`config.mk`:
```
export PLATFORM = sky130hd
export DESIGN_NAME = base64_stream_codec_top
export DESIGN_NICKNAME = d
export VERILOG_FILES = /design/src/rtl/core/b64sc_pkg.sv /design/src/rtl/core/b64sc_front.sv /design/src/rtl/core/b64sc_queue.sv /design/src/rtl/core/b64sc_back.sv /design/src/rtl/core/base64_stream_codec_top.sv
export SDC_FILE = /design/constraint.sdc
export NUM_CORES = 1
export LEC_CHECK = 0
export BUFFER_PORTS_ARGS = -buffer_cell sky130_fd_sc_hd__buf_2
export CAP_MARGIN = 20
export CORE_MARGIN = 2
export CORE_UTILIZATION = 25
export CTS_BUF_LIST = sky130_fd_sc_hd__clkbuf_16
export CTS_CLUSTER_DIAMETER = 100
export DETAILED_ROUTE_END_ITERATION = 12
export PLACE_DENSITY = 0.5
export SLEW_MARGIN = 25
export SYNTH_ARGS = -nofsm -noshare
export SYNTH_HDL_FRONTEND = slang
export SYNTH_SLANG_ARGS = --single-unit
```
`constraint.sdc`:
```
create_clock -name clk -period 10.25 [get_ports clk]
set_input_delay 1.5375 -clock clk [delete_from_list [all_inputs] [get_ports clk]]
set_output_delay 1.5375 -clock clk [all_outputs]
set_load 0.03 [all_outputs]
```
`src/rtl/core/b64sc_pkg.sv`:
```
`default_nettype none

package b64sc_pkg;

  localparam int unsigned QDepth = 2;
  localparam int unsigned QPtrW  = $clog2(QDepth);

  localparam logic [7:0] ChPad   = 8'h3D;
  localparam logic [7:0] ChPlus  = 8'h2B;
  localparam logic [7:0] ChSlash = 8'h2F;
  localparam logic [7:0] ChUpA   = 8'h41;
  localparam logic [7:0] ChUpZ   = 8'h5A;
  localparam logic [7:0] ChLoA   = 8'h61;
  localparam logic [7:0] ChLoZ   = 8'h7A;
  localparam logic [7:0] ChDig0  = 8'h30;
  localparam logic [7:0] ChDig9  = 8'h39;

  localparam logic RegDecodeMode = 1'b0;
  localparam logic RegPadEnable  = 1'b1;

  typedef struct packed {
    logic [3:0][7:0] bytes;
    logic            bad;
    logic [2:0]      count;
  } job_t;

  function automatic logic [7:0] sextet_char(input logic [5:0] v);
    logic [7:0] c;
    if (v < 6'd26) begin
      c = ChUpA + {2'b00, v};
    end else if (v < 6'd52) begin
      c = ChLoA + {2'b00, v - 6'd26};
    end else if (v < 6'd62) begin
      c = ChDig0 + {2'b00, v - 6'd52};
    end else if (v == 6'd62) begin
      c = ChPlus;
    end else begin
      c = ChSlash;
    end
    return c;
  endfunction

  // Bit 6 set marks a character outside the alphabet.
  function automatic logic [6:0] char_sextet(input logic [7:0] c);
    logic [7:0] d;
    d = 8'h40;
    if (c >= ChUpA && c <= ChUpZ) begin
      d = c - ChUpA;
    end else if (c >= ChLoA && c <= ChLoZ) begin
      d = c - ChLoA + 8'd26;
    end else if (c >= ChDig0 && c <= ChDig9) begin
      d = c - ChDig0 + 8'd52;
    end else if (c == ChPlus) begin
      d = 8'd62;
    end else if (c == ChSlash) begin
      d = 8'd63;
    end
    return d[6:0];
  endfunction

endpackage

`default_nettype wire

```
`src/rtl/core/b64sc_front.sv`:
```
`default_nettype none

module b64sc_front (
  input  wire logic          clk,
  input  wire logic          rst,
  input  wire logic          cfg_we,
  input  wire logic          cfg_index,
  input  wire logic          cfg_data,
  input  wire logic          in_valid,
  output logic               in_ready,
  input  wire logic [7:0]    in_byte,
  input  wire logic          in_last,
  input  wire logic          q_full,
  output logic               push,
  output b64sc_pkg::job_t    push_job
);
  import b64sc_pkg::*;

  logic        decode_mode;
  logic        pad_enable;
  logic [23:0] group_bits;
  logic [1:0]  group_count;
  logic [1:0]  pad_count;
  logic [23:0] group_bits_next;
  logic [1:0]  group_count_next;
  logic [1:0]  pad_count_next;

  logic        accept;
  logic [2:0]  enc_n;
  logic [23:0] enc_bits;
  logic [23:0] enc_v;
  logic        enc_flush;
  logic [2:0]  enc_nc;
  logic [6:0]  dec_s;
  logic        is_pad;
  logic        dec_bad;
  logic [5:0]  sext;
  logic [1:0]  pc_new;
  logic [23:0] dec_bits;
  logic [2:0]  dec_n;
  logic [23:0] fl_bits;
  logic [2:0]  fl_n;
  logic [1:0]  fl_pc;
  logic [23:0] fl_v;
  logic [1:0]  nb_raw;
  logic [1:0]  nb;
  logic        do_flush;
  logic [2:0]  flush_count;
  job_t        job;

  assign in_ready = !q_full;
  assign accept   = in_valid && in_ready;

  always_comb begin
    enc_n     = {1'b0, group_count} + 3'd1;
    enc_bits  = {group_bits[15:0], in_byte};
    enc_flush = (enc_n >= 3'd3) || in_last;
    case (enc_n)
      3'd1:    enc_v = {enc_bits[7:0], 16'h0000};
      3'd2:    enc_v = {enc_bits[15:0], 8'h00};
      default: enc_v = enc_bits;
    endcase
    enc_nc = (enc_n >= 3'd3) ? 3'd4 : enc_n + 3'd1;

    dec_s    = char_sextet(in_byte);
    is_pad   = (in_byte == ChPad);
    dec_bad  = !is_pad && dec_s[6];
    sext     = is_pad ? 6'd0 : dec_s[5:0];
    pc_new   = (is_pad && pad_count != 2'd3) ? pad_count + 2'd1 : pad_count;
    dec_bits = {group_bits[17:0], sext};
    dec_n    = {1'b0, group_count} + 3'd1;

    if (dec_bad) begin
      fl_bits  = group_bits;
      fl_n     = {1'b0, group_count};
      fl_pc    = pad_count;
      do_flush = in_last && (group_count != 2'd0);
    end else begin
      fl_bits  = dec_bits;
      fl_n     = dec_n;
      fl_pc    = pc_new;
      do_flush = (dec_n == 3'd4) || in_last;
    end
    case (fl_n)
      3'd1:    fl_v = {fl_bits[5:0], 18'h00000};
      3'd2:    fl_v = {fl_bits[11:0], 12'h000};
      3'd3:    fl_v = {fl_bits[17:0], 6'h00};
      default: fl_v = fl_bits;
    endcase
    nb_raw      = (fl_n == 3'd4) ? 2'd3 : 2'(fl_n - 3'd1);
    nb          = (nb_raw > fl_pc) ? nb_raw - fl_pc : 2'd0;
    flush_count = do_flush ? {1'b0, nb} : 3'd0;

    job = '0;
    if (!decode_mode) begin
      for (int i = 0; i < 4; i++) begin
        job.bytes[i] = (3'(i) < enc_nc) ? sextet_char(enc_v[23 - 6 * i -: 6]) : ChPad;
      end
      job.count = enc_flush ? (pad_enable ? 3'd4 : enc_nc) : 3'd0;
      if (enc_flush) begin
        group_bits_next  = '0;
        group_count_next = '0;
      end else begin
        group_bits_next  = enc_bits;
        group_count_next = enc_n[1:0];
      end
      pad_count_next = '0;
    end else if (dec_bad) begin
      job.bytes = {fl_v[7:0], fl_v[15:8], fl_v[23:16], 8'h00};
      job.bad   = 1'b1;
      job.count = flush_count + 3'd1;
      if (in_last) begin
        group_bits_next  = '0;
        group_count_next = '0;
        pad_count_next   = '0;
      end else begin
        group_bits_next  = group_bits;
        group_count_next = group_count;
        pad_count_next   = pad_count;
      end
    end else begin
      job.bytes = {8'h00, fl_v[7:0], fl_v[15:8], fl_v[23:16]};
      job.count = flush_count;
      if (do_flush) begin
        group_bits_next  = '0;
        group_count_next = '0;
        pad_count_next   = '0;
      end else begin
        group_bits_next  = dec_bits;
        group_count_next = dec_n[1:0];
        pad_count_next   = pc_new;
      end
    end
  end

  assign push     = accept && (job.count != 3'd0);
  assign push_job = job;

  always_ff @(posedge clk) begin
    if (rst) begin
      decode_mode <= 1'b0;
      pad_enable  <= 1'b1;
      group_bits  <= '0;
      group_count <= '0;
      pad_count   <= '0;
    end else if (cfg_we) begin
      if (cfg_index == RegDecodeMode) begin
        decode_mode <= cfg_data;
        group_bits  <= '0;
        group_count <= '0;
        pad_count   <= '0;
      end else if (cfg_index == RegPadEnable) begin
        pad_enable <= cfg_data;
      end
    end else if (accept) begin
      group_bits  <= group_bits_next;
      group_count <= group_count_next;
      pad_count   <= pad_count_next;
    end
  end

endmodule

`default_nettype wire

```
`src/rtl/core/b64sc_queue.sv`:
```
`default_nettype none

module b64sc_queue (
  input  wire logic          clk,
  input  wire logic          rst,
  input  wire logic          push,
  input  wire b64sc_pkg::job_t push_job,
  output logic               full,
  input  wire logic          pop,
  output logic               q_valid,
  output b64sc_pkg::job_t    q_job
);
  import b64sc_pkg::*;

  job_t             entries [QDepth];
  logic [QPtrW-1:0] wr_ptr;
  logic [QPtrW-1:0] rd_ptr;
  logic [QPtrW:0]   count;

  assign full    = (count == (QPtrW + 1)'(QDepth));
  assign q_valid = (count != '0);
  assign q_job   = entries[rd_ptr];

  always_ff @(posedge clk) begin
    if (push) begin
      entries[wr_ptr] <= push_job;
    end
  end

  always_ff @(posedge clk) begin
    if (rst) begin
      wr_ptr <= '0;
      rd_ptr <= '0;
      count  <= '0;
    end else begin
      if (push) begin
        wr_ptr <= (wr_ptr == QPtrW'(QDepth - 1)) ? '0 : wr_ptr + 1'b1;
      end
      if (pop) begin
        rd_ptr <= (rd_ptr == QPtrW'(QDepth - 1)) ? '0 : rd_ptr + 1'b1;
      end
      if (push && !pop) begin
        count <= count + 1'b1;
      end else if (pop && !push) begin
        count <= count - 1'b1;
      end
    end
  end

  a_no_overflow: assert property (@(posedge clk) disable iff (rst)
    count <= (QPtrW + 1)'(QDepth))
    else $error("queue holds more items than its depth");

  a_no_underflow: assert property (@(posedge clk) disable iff (rst)
    pop |-> (count != '0))
    else $error("queue popped while empty");

endmodule

`default_nettype wire

```
`src/rtl/core/b64sc_back.sv`:
```
`default_nettype none

module b64sc_back (
  input  wire logic          clk,
  input  wire logic          rst,
  input  wire logic          q_valid,
  input  wire b64sc_pkg::job_t q_job,
  output logic               pop,
  output logic               out_valid,
  input  wire logic          out_ready,
  output logic [7:0]         out_byte,
  output logic               out_last,
  output logic               bad_char
);
  import b64sc_pkg::*;

  job_t       cur;
  logic [2:0] rem;
  logic       take;
  logic       load;

  assign out_valid = (rem != 3'd0);
  assign out_byte  = cur.bytes[0];
  assign bad_char  = cur.bad;
  assign out_last  = (rem == 3'd1);
  assign take      = out_valid && out_ready;
  assign load      = q_valid && (!out_valid || (take && out_last));
  assign pop       = load;

  always_ff @(posedge clk) begin
    if (rst) begin
      rem <= '0;
    end else if (load) begin
      rem <= q_job.count;
    end else if (take) begin
      rem <= rem - 3'd1;
    end
  end

  always_ff @(posedge clk) begin
    if (load) begin
      cur <= q_job;
    end else if (take) begin
      cur <= '{bytes: {8'h00, cur.bytes[3:1]}, bad: 1'b0, count: cur.count};
    end
  end

  a_bad_zero: assert property (@(posedge clk) disable iff (rst)
    (out_valid && bad_char) |-> (out_byte == 8'h00))
    else $error("error item carries a non-zero byte");

  a_drain: assert property (@(posedge clk) disable iff (rst)
    (take && out_last && !q_valid) |=> !out_valid)
    else $error("output still valid after the last item drained");

  a_job_nonempty: assert property (@(posedge clk) disable iff (rst)
    load |-> (q_job.count != 3'd0))
    else $error("empty job reached the output stage");

endmodule

`default_nettype wire

```
`src/rtl/core/base64_stream_codec_top.sv`:
```
`default_nettype none

// Streaming base64 codec. The input channel (in_valid/in_ready) carries one
// byte or character per item with in_last marking the end of a message; the
// output channel (out_valid/out_ready) carries one character or byte per item,
// with out_last on the final result caused by an input item and bad_char on
// the single error result for a character outside the alphabet.
// The user must write configuration through cfg_we, cfg_index and cfg_data
// only while the block is idle; the block itself does not enforce this.
// Index 0 selects decoding, index 1 enables '=' padding, and writing the mode
// abandons any partial group. An input item is taken every cycle while the
// two-entry job queue has room; the output side issues one result per cycle
// while out_ready is high, so the rate is set by the output: a full encode
// group of three bytes yields four characters, a decode group of four
// characters yields at most three bytes. The first result of an item is
// registered in the job queue and then in the output stage before it shows.
// Reset clears the group state, selects encoding and enables padding.
// When the receiver stalls, the current result holds, the queue fills and
// in_ready falls once both entries are taken.

module base64_stream_codec_top (
  input  wire logic       clk,
  input  wire logic       rst,
  input  wire logic       cfg_we,
  input  wire logic       cfg_index,
  input  wire logic       cfg_data,
  input  wire logic       in_valid,
  output logic            in_ready,
  input  wire logic [7:0] in_byte,
  input  wire logic       in_last,
  output logic            out_valid,
  input  wire logic       out_ready,
  output logic [7:0]      out_byte,
  output logic            out_last,
  output logic            bad_char
);
  import b64sc_pkg::*;

  logic q_full;
  logic push;
  job_t push_job;
  logic pop;
  logic q_valid;
  job_t q_job;

  b64sc_front u_front (
    .clk       (clk),
    .rst       (rst),
    .cfg_we    (cfg_we),
    .cfg_index (cfg_index),
    .cfg_data  (cfg_data),
    .in_valid  (in_valid),
    .in_ready  (in_ready),
    .in_byte   (in_byte),
    .in_last   (in_last),
    .q_full    (q_full),
    .push      (push),
    .push_job  (push_job)
  );

  b64sc_queue u_queue (
    .clk      (clk),
    .rst      (rst),
    .push     (push),
    .push_job (push_job),
    .full     (q_full),
    .pop      (pop),
    .q_valid  (q_valid),
    .q_job    (q_job)
  );

  b64sc_back u_back (
    .clk       (clk),
    .rst       (rst),
    .q_valid   (q_valid),
    .q_job     (q_job),
    .pop       (pop),
    .out_valid (out_valid),
    .out_ready (out_ready),
    .out_byte  (out_byte),
    .out_last  (out_last),
    .bad_char  (bad_char)
  );

endmodule

`default_nettype wire
```
==> qor.json, run 1 <==
{
  "effective_utilization_at_floorplan_pct": 25.41,
  "vias": 8670,
  "detailedRoute.firstIterationViolations": 801,
  "postSynthCellCount": 1102,
  "synth_fa_ha_area_share_pct": 7.996,
  "post_cts_sizing_count": 0,
  "type_of_element_launching_the_critical_path": "input pin",
  "reg2reg_from": "u_front.group_count[0]$_SDFFE_PP0P_",
  "area_growth_pct": 11.50,
  "syn_std_cell_area_sq_um": 10420,
  "cts_buffer_depth": 2,
  "io_pins": 28,
  "relative_slew_slack_pct": 31.23,
  "vias_in_the_first_global_route": 8223,
  "wl_mm": 32.36,
  "synthesis.yosys.warnings": 0,
  "slew_violations": 0,
  "critPathRequiredTime_ns": 10.37,
  "reg2reg_slack_ns": 5.49,
  "io_buffer_count": 27,
  "achievable-frequency_mhz": 147.6,
  "final.period_utilization_pct": 66.11,
  "die_x_um": 208.2,
  "hold_slack_ns": 0.4695,
  "postSynth.topFlopCell": "edfxtp_1",
  "detail-route-antenna-nets": 0,
  "crit_fanout": 22,
  "rows": 74,
  "rsz0062_at_grt": "false",
  "synth.net_count": 1184,
  "synth_sequential_area_ratio_pct": 37.56,
  "synth_top_family_by_area": "compound AO/OA/AOI/OAI gates",
  "post_synth_and_or_nand_nor_area_fraction_pct": 14.58,
  "drt-wirelength-per-cell_um": 19.91,
  "fin_nets": 1162,
  "power.share.clock_pct": 30.0,
  "reg2reg_to": "u_queue.entries[1][34]$_DFFE_PP_",
  "path_class": "input pin to flip-flop",
  "synth-xor-area-share_pct": 4.370,
  "leakage_nw": 4.051,
  "ys_seq_elements": 143,
  "timing.hold.worst.class": "flip-flop to flip-flop",
  "drt_first_pass_iters": 5,
  "worst_ir_drop_vdd_uv": 113.8,
  "timing.final.crit_period_ns": 6.776,
  "ff2ff_path_depth": 14,
  "drc": 0,
  "vertical_die_dimension_um": 208.2,
  "cts_sinks": 143,
  "fp.dieArea_sq_um": 43330,
  "cts_setup_buffers": 0,
  "finalSetupViolations": 0,
  "diodes": 0,
  "max-cap-violations": 0,
  "cell_depth_of_the_worst_hold_path": 1,
  "clkSlewWorstSetupHoldPaths_ns": 0.07,
  "muxShareOfSynthArea_pct": 5.127,
  "tritoncts": "done",
  "p_sw_share_pct": 36.55,
  "power.density_cell_area_nw_per_um2": 194.3,
  "htreeDepth": 4,
  "comb_power_share_pct": 32.3,
  "synth_compound_area_share_pct": 24.48,
  "clock-skew-final_ns": 0.01506,
  "final-hold-violation-count": 0,
  "worst_pin_slew_ns": 1.006,
  "status": "completed",
  "clock_buffers_created_by_tritoncts": 17,
  "initial_antenna_violation_count": 0,
  "place_hpwl_mm": 23.39,
  "numPlacedInstances": 1592,
  "p_sw_w": 0.0008254,
  "worst-endpoint-arrival_ns": 6.89,
  "core_sq_um": 41020,
  "root_buffer": "clkbuf_16",
  "ys_async_sr_fraction_pct": 0,
  "grt_overflow": 0,
  "synth-edff-count": 105,
  "internal_power_w": 0.001433,
  "cts_hold_buffers": 0,
  "grt_max_degree": 61,
  "sequentialPowerShare_pct": 37.8,
  "grt_first_pass_wirelength_mm": 50.36,
  "synth.avg_cell_area_sq_um": 9.457,
  "holdCritStartpoint": "u_front.group_bits[18]$_SDFFE_PP0P_",
  "worst_skew_pair.late_latency_ns": 0.42,
  "layoutNonFillerInstCount": 1625,
  "synth.distinct_cells": 93,
  "setup.worst_path.end_class": "flip-flop",
  "gp_congestion": 0.9281,
  "hold_path_endpoint": "u_front.group_bits[18]$_SDFFE_PP0P_",
  "post_drt_via_cell_ratio": 5.335,
  "track_usage_pct": 14.88,
  "fin_tns_setup_ns": 0,
  "final_layout_size_suffix_gt1_share_pct": 11.16
}
==> cell usage after synthesis (8+ instances only) <==
cell / count / area share (%)
xor2_1: 14 / 1.2
or3_1: 10 / 0.60
nor3_1: 26 / 1.2
xnor2_1: 38 / 3.2
mux2i_1: 44 / 4.2
nor3b_1: 8 / 0.58
o2bb2ai_1: 26 / 2.2
buf_2: 17 / 0.82
ha_1: 65 / 7.8
a21oi_1: 62 / 3.0
a31oi_1: 10 / 0.60
a22oi_1: 21 / 1.5
nand3_1: 19 / 0.91
nand2b_1: 14 / 0.84
nor2_1: 67 / 2.4
a211oi_1: 18 / 1.3
dfxtp_1: 38 / 7.3
o21ai_0: 54 / 2.6
o21ai_1: 10 / 0.48
a22o_1: 9 / 0.76
clkbuf_1: 48 / 1.7
nand2_1: 110 / 4.0
edfxtp_1: 105 / 30
o211ai_1: 17 / 1.2
o221ai_1: 8 / 0.67
a221oi_1: 11 / 0.92
buf_4: 12 / 0.86
inv_1: 52 / 1.9
==> how the worst max path moves through the flow <==
stage | from | endpoint | slack [ns] | cells after the start
3_3_place_gp | in_byte[3] | u_queue.entries[0][5]$_DFFE_PP_ | 2.91 | 16
6_report | in_byte[3] | u_queue.entries[0][17]$_DFFE_PP_ | 3.47 | 17
4_1_cts | in_byte[2] | u_queue.entries[0][17]$_DFFE_PP_ | 3.54 | 18
5_1_grt | in_byte[2] | u_queue.entries[0][17]$_DFFE_PP_ | 3.15 | 18
2_1_floorplan | in_byte[2] | u_queue.entries[0][0]$_DFFE_PP_ | 2.70 | 21
3_5_place_dp | in_byte[3] | u_queue.entries[0][5]$_DFFE_PP_ | 3.08 | 17
==> layout make-up <==
type                    count  area, sq um
well taps                 532        665.6
multi-input cells         821         5924
flip-flops and latches    143         3915
clock inverters            15        215.2
inverters                  54        202.7
repair buffers             43        271.5
fillers                  4348        29400
clock buffers              17        425.4
==> per-stage QoR <==
stage / area [sq um] / setup slack [ns] / total power, W / util, %
after CTS: 11610 / 3.539 / 0.002284 / 28.30
after global placement: 10950 / 2.910 / 0.001601 / 26.69
after global routing: 11620 / 3.149 / 0.002399 / 28.33
after detailed placement: 10970 / 3.084 / 0.001607 / 26.74
after floorplan: 10420 / 2.697 / 0.001398 / -
final: 11620 / 3.474 / 0.002258 / 28.33
==> worst max-delay path, cell delays in order <==
cell and delay (ns):
buf_2 0.29, ha_1 0.38, a21oi_1 0.15, o311ai_4 0.60
or2_1 0.37, o21ai_4 0.27, o21ai_0 0.43, ha_1 0.34
fa_1 0.52, a211oi_1 0.31, nor2b_1 0.18, ha_1 0.18
nor4_1 0.06, mux2_2 0.30, a31oi_2 0.22, nor2b_4 0.49
buf_12 0.24
==> sequential cells by signal, summed over array words and instances (netlist names), named ones only <==
register             flops
u_back.rem               3
u_queue.rd_ptr           1
u_front.pad_count        2
u_queue.entries         72
u_front.group_count      2
u_queue.count            2
u_back.cur              24
u_front.pad_enable       1
u_back.out_byte          8
u_queue.wr_ptr           1
u_front.decode_mode      1
u_front.group_bits      24
u_back.bad_char          1
==> cells in the final DEF, fill, tap and decap left out, types with 6 or more instances in the layout <==
master | Yosys | final
o211ai_1 | 17 | 17
buf_4 | 12 | 14
buf_2 | 17 | 27
o2111ai_1 | 6 | 6
inv_1 | 52 | 52
a221oi_1 | 11 | 11
nand3_1 | 19 | 19
and3_1 | 7 | 7
a21oi_1 | 62 | 61
a211oi_1 | 18 | 18
or3_1 | 10 | 10
a22o_1 | 9 | 9
a22oi_1 | 21 | 21
xnor2_1 | 38 | 38
a31oi_1 | 10 | 10
nand2b_1 | 14 | 14
xor2_1 | 14 | 14
o21ai_1 | 10 | 9
nor3_1 | 26 | 26
edfxtp_1 | 105 | 105
a21o_1 | 7 | 7
and2_1 | 7 | 7
o2bb2ai_1 | 26 | 26
nor3b_1 | 8 | 8
o221ai_1 | 8 | 8
clkbuf_16 | 0 | 17
nand2_1 | 110 | 110
ha_1 | 65 | 65
o21ai_0 | 54 | 54
nor2_1 | 67 | 67
mux2i_1 | 44 | 44
dfxtp_1 | 38 | 37
==> power groups by stage <==
stage / Clock (W) / Sequential, W / Combinational (W)
6_report: 0.000677 / 0.000853 / 0.000728
5_1_grt: 0.000712 / 0.000867 / 0.000819
4_1_cts: 0.000687 / 0.000856 / 0.000741
3_5_place_dp: 0 / 0.000868 / 0.000739
3_3_place_gp: 0 / 0.000867 / 0.000734
2_1_floorplan: 0 / 0.000858 / 0.000540
==> cell families (layout without fill, tap and decap cells) <==
logic type	Yosys count	in the layout
compound gates	344	344
simple gates	308	308
flops	143	143
buf+inv	138	129
fa+ha+maj	66	66
xor+xnor	52	52
mux	51	51
==> metal layers <==
layer | GRT usage [%] | routed length [um]
met1 | 21.90 | 15400
met2 | 22.63 | 14110
met3 | 2.158 | 2138
met4 | 3.895 | 708
met5 | 0 | 0
No activity file was read; power rests on OpenSTA's default activity.
==> run 2, diff against run 1 <==
clock period = 6.6 ns   (was 10.25 ns; I/O delays follow)
==> run 2 against run 1 <==
  * Flip-flop and latch count is the same
  * Critical path depth is 1 higher
  * Cell count rose by 0.31%
  * Wire length increased by 0.87%
  * Sequential share of layout area barely moved
  * Critical endpoint is now u_queue.entries[1][4]$_DFFE_PP_
  * First-iteration DRC count down 15%
  * Die area unchanged
  * Clock power grew 49%
  * Clock skew increased by 0.0021 ns
  * Global-route usage grew 0.067 points
  * Sequential power grew 55%
  * Highest routed layer unchanged
  * Largest cell class unchanged
==> qor.json, run 2 (synthesis results as in run 1) <==
{
  "final.period_utilization_pct": 83.51,
  "type_of_element_launching_the_critical_path": "input pin",
  "worst-endpoint-arrival": {"value": 5.57, "unit": "ns", "change": "-1.32 ns"},
  "p_sw": {"value": 0.001275, "unit": "W", "change": "+54%"},
  "slowest_stage": "fa_1",
  "drt_first_pass_iters": {"value": 6, "change": "+1"},
  "cts_buffer_depth": {"value": 2, "change": "unchanged"},
  "postPlaceCellArea": {"value": 11010, "unit": "sq um", "change": "+0.41%"},
  "worst_path_largest_cell_delay": {"value": 0.51, "unit": "ns", "change": "-0.09 ns"},
  "root_buffer": "clkbuf_16",
  "reg2reg_slack": {"value": 1.64, "unit": "ns", "change": "-3.85 ns"},
  "most-common-layout-cells": "110 x nand2_1, 105 x edfxtp_1, 67 x nor2_1, 65 x ha_1, 61 x a21oi_1",
  "slew_violations": {"value": 0, "change": "unchanged"},
  "htreeDepth": {"value": 4, "change": "unchanged"},
  "biggest_regs": "u_queue.entries (72), u_back.cur (24), u_front.group_bits (24)",
  "hold_path_endpoint": "u_front.group_bits[18]$_SDFFE_PP0P_",
  "fin_nets": {"value": 1167, "change": "+0.43%"},
  "cts_sinks": {"value": 143, "change": "unchanged"},
  "vias_in_the_first_global_route": {"value": 8266, "change": "+0.52%"},
  "power.density_cell_area": {"value": 297.6, "unit": "nW/um^2", "change": "+53%"},
  "fin_tns_setup": {"value": 0, "unit": "ns", "change": "unchanged"},
  "worst_skew_pair.late_latency": {"value": 0.43, "unit": "ns", "change": "about the same"},
  "relative_slew_slack": {"value": 30.82, "unit": "%", "change": "-0.41 points"},
  "vertical_die_dimension": {"value": 208.2, "unit": "um", "change": "unchanged"},
  "sequentialPowerShare": {"value": 38.2, "unit": "%", "change": "+0.4 points"},
  "final-seq-area": {"value": 3915, "unit": "sq um", "change": "unchanged"},
  "max-cap-violations": {"value": 0, "change": "unchanged"},
  "post_drt_via_cell_ratio": {"value": 5.299, "change": "-0.67%"},
  "achievable-frequency_mhz": 181.4,
  "layout.cell_area.non_filler": {"value": 11630, "unit": "sq um", "change": "+0.12%"},
  "reg2reg_from": "u_front.group_count[0]$_SDFFE_PP0P_",
  "worst_ir_drop_vdd": {"value": 178.7, "unit": "uV", "change": "+57%"},
  "status": "completed",
  "fp.dieArea": {"value": 43330, "unit": "sq um", "change": "unchanged"},
  "core": {"value": 41020, "unit": "sq um", "change": "unchanged"},
  "critPathRequiredTime": {"value": 6.66, "unit": "ns", "change": "-3.71 ns"},
  "ff2ff_path_depth": {"value": 14, "change": "unchanged"},
  "track_usage": {"value": 14.94, "unit": "%", "change": "+0.067 points"},
  "area_growth_pct": 11.63,
  "layout.cells.most_common": "nand2_1",
  "power.share.clock": {"value": 29.0, "unit": "%", "change": "-1.0 points"},
  "clock_buffers_created_by_tritoncts": {"value": 17, "change": "unchanged"},
  "final-hold-violation-count": {"value": 0, "change": "unchanged"},
  "gp_congestion": {"value": 0.9078, "change": "-2.2%"},
  "setup.worst_path.end_class": "flip-flop",
  "rsz0062_at_grt": "false",
  "io_pins": {"value": 28, "change": "unchanged"},
  "clkSlewWorstSetupHoldPaths": {"value": 0.07, "unit": "ns", "change": "about the same"},
  "place_hpwl": {"value": 23.94, "unit": "mm", "change": "+2.4%"},
  "clock-skew-final": {"value": 0.01720, "unit": "ns", "change": "+0.002143 ns"},
  "comb_power_share": {"value": 32.7, "unit": "%", "change": "+0.4 points"},
  "post_cts_sizing_count": {"value": 0, "change": "unchanged"},
  "max_flop_register": "u_queue.entries",
  "final.fill_count": {"value": 4345, "change": "-0.069%"},
  "diodes": {"value": 0, "change": "unchanged"},
  "effective_utilization_at_floorplan": {"value": 25.41, "unit": "%", "change": "unchanged"},
  "max_ffs_per_register": {"value": 72, "change": "unchanged"},
  "crit_fanout": {"value": 36, "change": "+64%"},
  "cts_setup_buffers": {"value": 0, "change": "unchanged"},
  "timing.final.crit_period_ns": 5.512,
  "io_buffer_count": {"value": 27, "change": "unchanged"},
  "crit_chain": "buf_2, inv_1, ha_1, nand3b_1, a21oi_2, or2_1, o21ai_4, o21ai_0, ha_1, fa_1, a211oi_1, nor2b_1, ha_1, nor4_1, mux2_2, a31oi_2, and2_1, buf_4",
  "wl": {"value": 32.64, "unit": "mm", "change": "+0.87%"},
  "grt_max_degree": {"value": 61, "change": "unchanged"},
  "multiInputGateArea": {"value": 5924, "unit": "sq um", "change": "unchanged"},
  "grt_first_pass_wirelength": {"value": 50.25, "unit": "mm", "change": "-0.21%"},
  "drc": {"value": 0, "change": "unchanged"},
  "tritoncts": "done",
  "holdCritStartpoint": "u_front.group_bits[18]$_SDFFE_PP0P_",
  "die_x": {"value": 208.2, "unit": "um", "change": "unchanged"},
  "rows": {"value": 74, "change": "unchanged"},
  "cts_hold_buffers": {"value": 0, "change": "unchanged"},
  "leakage": {"value": 4.059, "unit": "nW", "change": "+0.20%"},
  "timing.hold.worst.class": "flip-flop to flip-flop",
  "internal_power": {"value": 0.002187, "unit": "W", "change": "+53%"},
  "cell_depth_of_the_worst_hold_path": {"value": 1, "change": "unchanged"},
  "detail-route-antenna-nets": {"value": 0, "change": "unchanged"},
  "p_sw_share": {"value": 36.83, "unit": "%", "change": "+0.27 points"},
  "drt-wirelength-per-cell": {"value": 20.03, "unit": "um", "change": "+0.56%"},
  "crit_top_cell": "ha_1",
  "initial_antenna_violation_count": {"value": 0, "change": "unchanged"},
  "path_class": "input pin to flip-flop",
  "detailedRoute.firstIterationViolations": {"value": 679, "change": "-15%"},
  "vias": {"value": 8638, "change": "-0.37%"},
  "finalSetupViolations": {"value": 0, "change": "unchanged"},
  "grt_overflow": {"value": 0, "change": "unchanged"},
  "worst_pin_slew": {"value": 1.038, "unit": "ns", "change": "+0.03213 ns"},
  "reg2reg_to": "u_queue.entries[1][8]$_DFFE_PP_",
  "final_layout_size_suffix_gt1_share": {"value": 11.57, "unit": "%", "change": "+0.40 points"}
}
[run 2: per-layer routing]
layer	wire, um	vias up	GRT usage [%]
li1	-	4090	-
met1	16060	4228	21.35
met2	14390	271	23.21
met3	1421	49	2.189
met4	768	0	4.565
met5	0	-	0
[run 2: power groups by stage]
| stage | Combinational (W) | Clock, W | Sequential (W) |
|---|---|---|---|
| final | 0.00113 | 0.00101 | 0.00132 |
| after global routing | 0.00126 | 0.00107 | 0.00134 |
| after CTS | 0.00116 | 0.00103 | 0.00133 |
| after detailed placement | 0.00116 | 0 | 0.00135 |
| after global placement | 0.00115 | 0 | 0.00135 |
| after floorplan | 0.000839 | 0 | 0.00133 |
[run 2: final cells by class]
type | instances | share of cell area, %
sequential | 143 | 33.65
timing repair buffer | 48 | 2.624
clock buffer | 17 | 3.657
multi-input combinational | 821 | 50.92
tap | 532 | 5.722
clock inverter | 15 | 1.678
inverter | 54 | 1.742
[run 2: how the worst max path moves through the flow]
stage                           from                          endpoint  cells after the start
after floorplan           in_byte[2]   u_queue.entries[0][0]$_DFFE_PP_                     21
after global placement    in_byte[2]   u_queue.entries[1][8]$_DFFE_PP_                     19
after detailed placement  in_byte[3]  u_queue.entries[1][10]$_DFFE_PP_                     17
after CTS                 in_byte[2]   u_queue.entries[1][4]$_DFFE_PP_                     19
after global routing      in_byte[1]   u_queue.entries[1][4]$_DFFE_PP_                     18
final                     in_byte[1]   u_queue.entries[1][4]$_DFFE_PP_                     18
[run 2: worst max-delay path: cells and delay by family]
kind | cells | cell delay [ns]
fa+ha+maj | 4 | 1.32
compound gates | 5 | 1.21
simple gates | 5 | 0.92
buf+inv | 3 | 0.78
mux | 1 | 0.30
[run 2: per-stage QoR]
step	std cells	total power [W]	worst slack, ns	hold WS [ns]	utilization [%]
2_1_floorplan	1102	0.002171	0.2667	0.4243	-
3_3_place_gp	1598	0.002497	0.7749	0.4454	26.84
3_5_place_dp	1598	0.002502	0.6681	0.4557	26.85
4_1_cts	1630	0.003512	1.104	0.4738	28.36
5_1_grt	1630	0.003676	0.7002	0.4863	28.36
6_report	1630	0.003463	1.088	0.4759	28.36
